--- config.mk ---
export PLATFORM = sky130hd
export DESIGN_NAME = rul_ctrl
export DESIGN_NICKNAME = d
export VERILOG_FILES = /design/src/design/rul_pkg.sv /design/src/design/rul_ctrl.sv
export SDC_FILE = /design/constraint.sdc
export NUM_CORES = 1
export LEC_CHECK = 0
export ABC_AREA = 1
export BUFFER_PORTS_ARGS = -buffer_cell sky130_fd_sc_hd__buf_4
export CAP_MARGIN = 20
export CORE_AREA = 2 2 39 41
export CTS_BUF_LIST = sky130_fd_sc_hd__clkbuf_16
export CTS_CLUSTER_DIAMETER = 100
export CTS_CLUSTER_SIZE = 40
export DETAILED_ROUTE_END_ITERATION = 16
export DIE_AREA = 0 0 41 43
export GPL_TIMING_DRIVEN = 0
export PLACE_DENSITY = 0.49
export SLEW_MARGIN = 10
export SYNTH_ARGS = -nofsm -noshare
export SYNTH_HDL_FRONTEND = slang
export SYNTH_SLANG_ARGS = --single-unit
--- constraint.sdc ---
create_clock -name clk -period 1.3 [get_ports clk]
set_input_delay 0.065 -clock clk [delete_from_list [all_inputs] [get_ports clk]]
set_output_delay 0.065 -clock clk [all_outputs]
set_load 0.01 [all_outputs]
--- src/design/rul_pkg.sv ---
// Shared types and constants for the resource usage ledger.
// Command and status codes, controller/datapath bundles, default sizes.
// No dependencies.
package rul_pkg;

	localparam int TABLE_DEPTH_DEF = 32;
	localparam int KIND_COUNT_DEF  = 16;
	localparam int OWNER_COUNT_DEF = 16;

	localparam int HANDLE_W = 32;
	localparam int SIZE_W   = 48;
	localparam int BYTES_W  = 56;
	localparam int FRAME_W  = 32;
	localparam int COUNT_W  = 32;
	localparam int WINDOW_W = 8;

	localparam logic [WINDOW_W-1:0] WINDOW_RESET = 8'd9;

	typedef enum logic [3:0] {
		CMD_REGISTER   = 4'd0,
		CMD_UNREGISTER = 4'd1,
		CMD_RESIZE     = 4'd2,
		CMD_ADVANCE    = 4'd3,
		CMD_SNAPSHOT   = 4'd4,
		CMD_KIND_BYTES = 4'd5,
		CMD_OWNER_BYTES = 4'd6,
		CMD_LEAK_SCAN  = 4'd7,
		CMD_CLEAR      = 4'd8
	} cmd_t;

	typedef enum logic [2:0] {
		ST_OK      = 3'd0,
		ST_DUP     = 3'd1,
		ST_UNKNOWN = 3'd2,
		ST_FULL    = 3'd3,
		ST_ZERO    = 3'd4
	} status_t;

	// Commands from the controller to the datapath.
	typedef struct packed {
		logic load;
		logic scan;
		logic prep;
		logic apply;
		logic emit;
	} ctrl_t;

	// Status from the datapath to the controller.
	typedef struct packed {
		logic needs_scan;
		logic scan_done;
	} stat_t;

	// Saturating add of two byte totals.
	function automatic logic [BYTES_W-1:0] sat_add(input logic [BYTES_W-1:0] a,
			input logic [BYTES_W-1:0] b);
		logic [BYTES_W:0] s;
		s = {1'b0, a} + {1'b0, b};
		return s[BYTES_W] ? {BYTES_W{1'b1}} : s[BYTES_W-1:0];
	endfunction

endpackage

--- src/design/rul_ctrl.sv ---
// Controller state machine of the resource usage ledger.
// Depends on rul_pkg for the command and status bundles.
module rul_ctrl (
	input  logic          clk,
	input  logic          arst_n,
	input  logic          start,
	input  rul_pkg::stat_t stat,
	output rul_pkg::ctrl_t ctrl,
	output logic          busy
);
	import rul_pkg::*;

	typedef enum logic [4:0] {
		S_IDLE  = 5'b00001,
		S_SCAN  = 5'b00010,
		S_PREP  = 5'b00100,
		S_APPLY = 5'b01000,
		S_EMIT  = 5'b10000
	} state_t;

	state_t state_q, state_d;

	always_comb begin
		state_d = state_q;
		unique case (state_q)
			S_IDLE: begin
				if (start) state_d = stat.needs_scan ? S_SCAN : S_APPLY;
			end
			S_SCAN: begin
				if (stat.scan_done) state_d = S_PREP;
			end
			S_PREP:  state_d = S_APPLY;
			S_APPLY: state_d = S_EMIT;
			S_EMIT:  state_d = S_IDLE;
			default: state_d = S_IDLE;
		endcase
	end

	always_ff @(posedge clk or negedge arst_n) begin
		if (!arst_n) state_q <= S_IDLE;
		else state_q <= state_d;
	end

	assign busy       = (state_q != S_IDLE);
	assign ctrl.load  = (state_q == S_IDLE) && start;
	assign ctrl.scan  = (state_q == S_SCAN);
	assign ctrl.prep  = (state_q == S_PREP);
	assign ctrl.apply = (state_q == S_APPLY);
	assign ctrl.emit  = (state_q == S_EMIT);

`ifndef SYNTHESIS
	a_accept_busy: assert property (@(posedge clk) disable iff (!arst_n)
		start && !busy |=> busy) else $error("accepted command did not raise busy");
	a_emit_idle: assert property (@(posedge clk) disable iff (!arst_n)
		ctrl.emit |=> !busy) else $error("controller did not return to idle");
`endif

endmodule

==> results.sh <==
export IMPL_grt_pass1_vias=326
export IMPL_antenna_cells=0
export IMPL_dr_pass1_iters=3
export IMPL_final_util_pct=42.77
export IMPL_htreeDepth=1
export IMPL_crit_chain="inv_4 -> nor2_4 -> nand3_4 -> nor2_4 -> buf_6"
export IMPL_clk_path_buf_depth=2
export IMPL_p_leak_nw=0.3118
export IMPL_reg_top3="state_q x5"
export IMPL_finClkSkew_ns=0.005082
export IMPL_grt_setup_unrepaired="true"
export IMPL_first_iter_violations=2
export IMPL_vias_per_cell=4.100
export IMPL_place_area_sq_um=432.9
export IMPL_gp_congestion=0.6653
export IMPL_io_pins=11
export IMPL_synth_top_area_cell="dfrtp_1"
export IMPL_clk_pin_slew_ns=0.03
export IMPL_cp_start_kind="flip-flop"
export IMPL_period_minus_slack_ns=1.293
export IMPL_setup_violations=0
export IMPL_overflow=0
export IMPL_ys_seq_elements=5
export IMPL_clkLatencyLatePin_ns=0.23
export IMPL_cts_root_buf="clkbuf_16"
export IMPL_critPathMaxStageDelay_ns=0.53
export IMPL_fill_cells=150
export IMPL_numPortBuffers=10
export IMPL_die_area_sq_um=1763
export IMPL_drcViolationCount=0
export IMPL_path_common_cell="nor2_4"
export IMPL_relSlewSlack_pct=83.61
export IMPL_design_area_sq_um=591.8
export IMPL_endpoint_kind="output port"
export IMPL_drv_slew=0
export IMPL_initial_core_util_pct=24.41
export IMPL_die_h_microns=43
export IMPL_powerDensity_nw_per_um2=2540
export IMPL_dieWidth_microns=41
export IMPL_largest_reg_flops=5
export IMPL_fmax_mhz=773.2
export IMPL_cts_tree="yes"
export IMPL_grtUsageTotal_pct=11.17
export IMPL_synth_cells=44
export IMPL_hold_path_class="in -> reg"
export IMPL_fin_hold_ws_ns=0.06239
export IMPL_worstPathArrival_ns=1.23
export IMPL_totalWireLength_microns=777
export IMPL_synth_seq_area_share_pct=37.41
export IMPL_required_ns=1.24
export IMPL_maxCapViolations=0
export IMPL_tightestPinTransition_ns=0.2436
export IMPL_outcome="completed"
export IMPL_critPathTopFamily="flip-flops"
export IMPL_synth_area_top_cells="dfrtp_1 (30%), inv_1 (11%), nor2_4 (10%)"
export IMPL_syn_cell_area_sq_um=337.8
export IMPL_final_hold_viol_count=0
export IMPL_hpwlAfterDp_microns=563.6
export IMPL_ant_nets=0
export IMPL_synth_top_area_share_pct=29.63
export IMPL_worstPathMaxFanout=3
export IMPL_clock_sinks=5
export IMPL_synthesis_nets=49
export IMPL_grt_pass1_wl_microns=1276
export IMPL_routedWlPerCell_microns=9.713
export IMPL_vias=328
export IMPL_synth_cell_types=14
export IMPL_yosysWarnings=0
export IMPL_fin_crit_sh_pct=99.49
export IMPL_syn_avg_cell_area_sq_um=7.678
export IMPL_critical_path_slowest_cell="dfstp_2"
export IMPL_path_buf_inv=2
export IMPL_cts_buffers=3
export IMPL_drive_above_1_share_pct=54.69
export IMPL_antenna_found_initial=0
export IMPL_area_growth_pct=75.19
export IMPL_core_sq_um=1384
export IMPL_regMostFlops="state_q"
export IMPL_grt_max_degree=7
export IMPL_ir_worst_vdd_mv=0.6575
export IMPL_crit_type="reg -> out"
export IMPL_rows=14
export IMPL_finalNetCount=70
==> Yosys cell counts <==
| master | number |
|---|---|
| inv_1 | 10 |
| nand3_1 | 2 |
| nor2_4 | 3 |
| nand2_2 | 5 |
| dfstp_2 | 1 |
| inv_2 | 1 |
| nor2_2 | 2 |
| nand4_1 | 3 |
| nand3_2 | 1 |
| nand2_1 | 5 |
| nor2_1 | 3 |
| nor4_1 | 3 |
| dfrtp_1 | 4 |
| o21ai_0 | 1 |
==> cells by family (layout without fill, tap and decap cells) <==
group                  count (synthesis)  count (layout)  share of synthesized area, %
DFF                                    5               5                         37.41
AOI/OAI and AO/OA                      1               1                         1.480
buffers and inverters                 11              31                         12.22
and+or+nand+nor                       27              27                         48.89
==> worst reg2reg max path, cell delays in order (launching register included) <==
cell	delay, ns
dfstp_2	0.53
inv_4	0.05
nor2_4	0.12
buf_6	0.11
nand4_1	0.14
nand3_1	0.13
inv_1	0.04
==> metal layers <==
metal	part of all wire [%]	track usage (%)
met1	41	13.27
met2	52	15.31
met3	6.9	6.283
met4	0	6.000
met5	0	0
==> per-stage QoR <==
step / worst slack, ns / power, mW / setup TNS [ns] / instances
global placement: 0.1308 / 0.7978 / 0 / 70
finish: 0.006663 / 1.503 / 0 / 80
detailed placement: 0.1366 / 0.8027 / 0 / 70
CTS: -0.02431 / 1.491 / -0.05787 / 79
global route: -0.05535 / 1.619 / -0.1298 / 80
floorplan: 0.1672 / 0.6340 / 0 / 44
==> layout by cell type (no fill, tap or decap), drive strengths merged <==
cell / n
buf: 15
inv: 12
nand2: 10
nor2: 8
dfrtp: 4
nand4: 3
clkbuf: 3
nor4: 3
nand3: 3
o21ai: 1
dlygate4sd3: 1
dfstp: 1
==> timing repair <==
action                                  CTS  global route
endpoints found under the setup margin    3             9
hold buffers                              1             0
resized for setup                         4             5
endpoints found under the hold margin     5             0
pin swaps                                 3             4
buffers inserted                          4             2
==> report_power, final <==
part / switching [mW] / internal (mW) / total (mW) / leakage [nW]
combinational: 0.376 / 0.345 / 0.721 / 0.206
sequential: 0.0656 / 0.220 / 0.285 / 0.0633
clock: 0.0985 / 0.398 / 0.497 / 0.0423
==> cell type report <==
cell class | count | area, sq um | share of cell area, %
multi-input cells | 28 | 191.4 | 32.35
clock buffers | 3 | 75.07 | 12.68
repair buffers | 16 | 130.1 | 21.99
well taps | 16 | 20.02 | 3.383
inverters | 11 | 43.79 | 7.400
flip-flops and latches | 5 | 127.6 | 21.56
clock inverters | 1 | 3.754 | 0.6342
==> worst paths after layout <==
kind | slack [ns] | end | from | depth (start not counted)
min reg2reg | 0.54 | state_q[4] | state_q[4] | 1
max in group asynchronous | 0.93 | state_q[0] | arst_n | 2
max | 0.007 | ctrl[4] | state_q[0] | 5
max reg2reg | 0.07 | state_q[2] | state_q[0] | 6
min in group asynchronous | 0.17 | state_q[4] | arst_n | 2
min | 0.06 | state_q[1] | stat[1] | 3
Power figures use the tool's default switching activity.
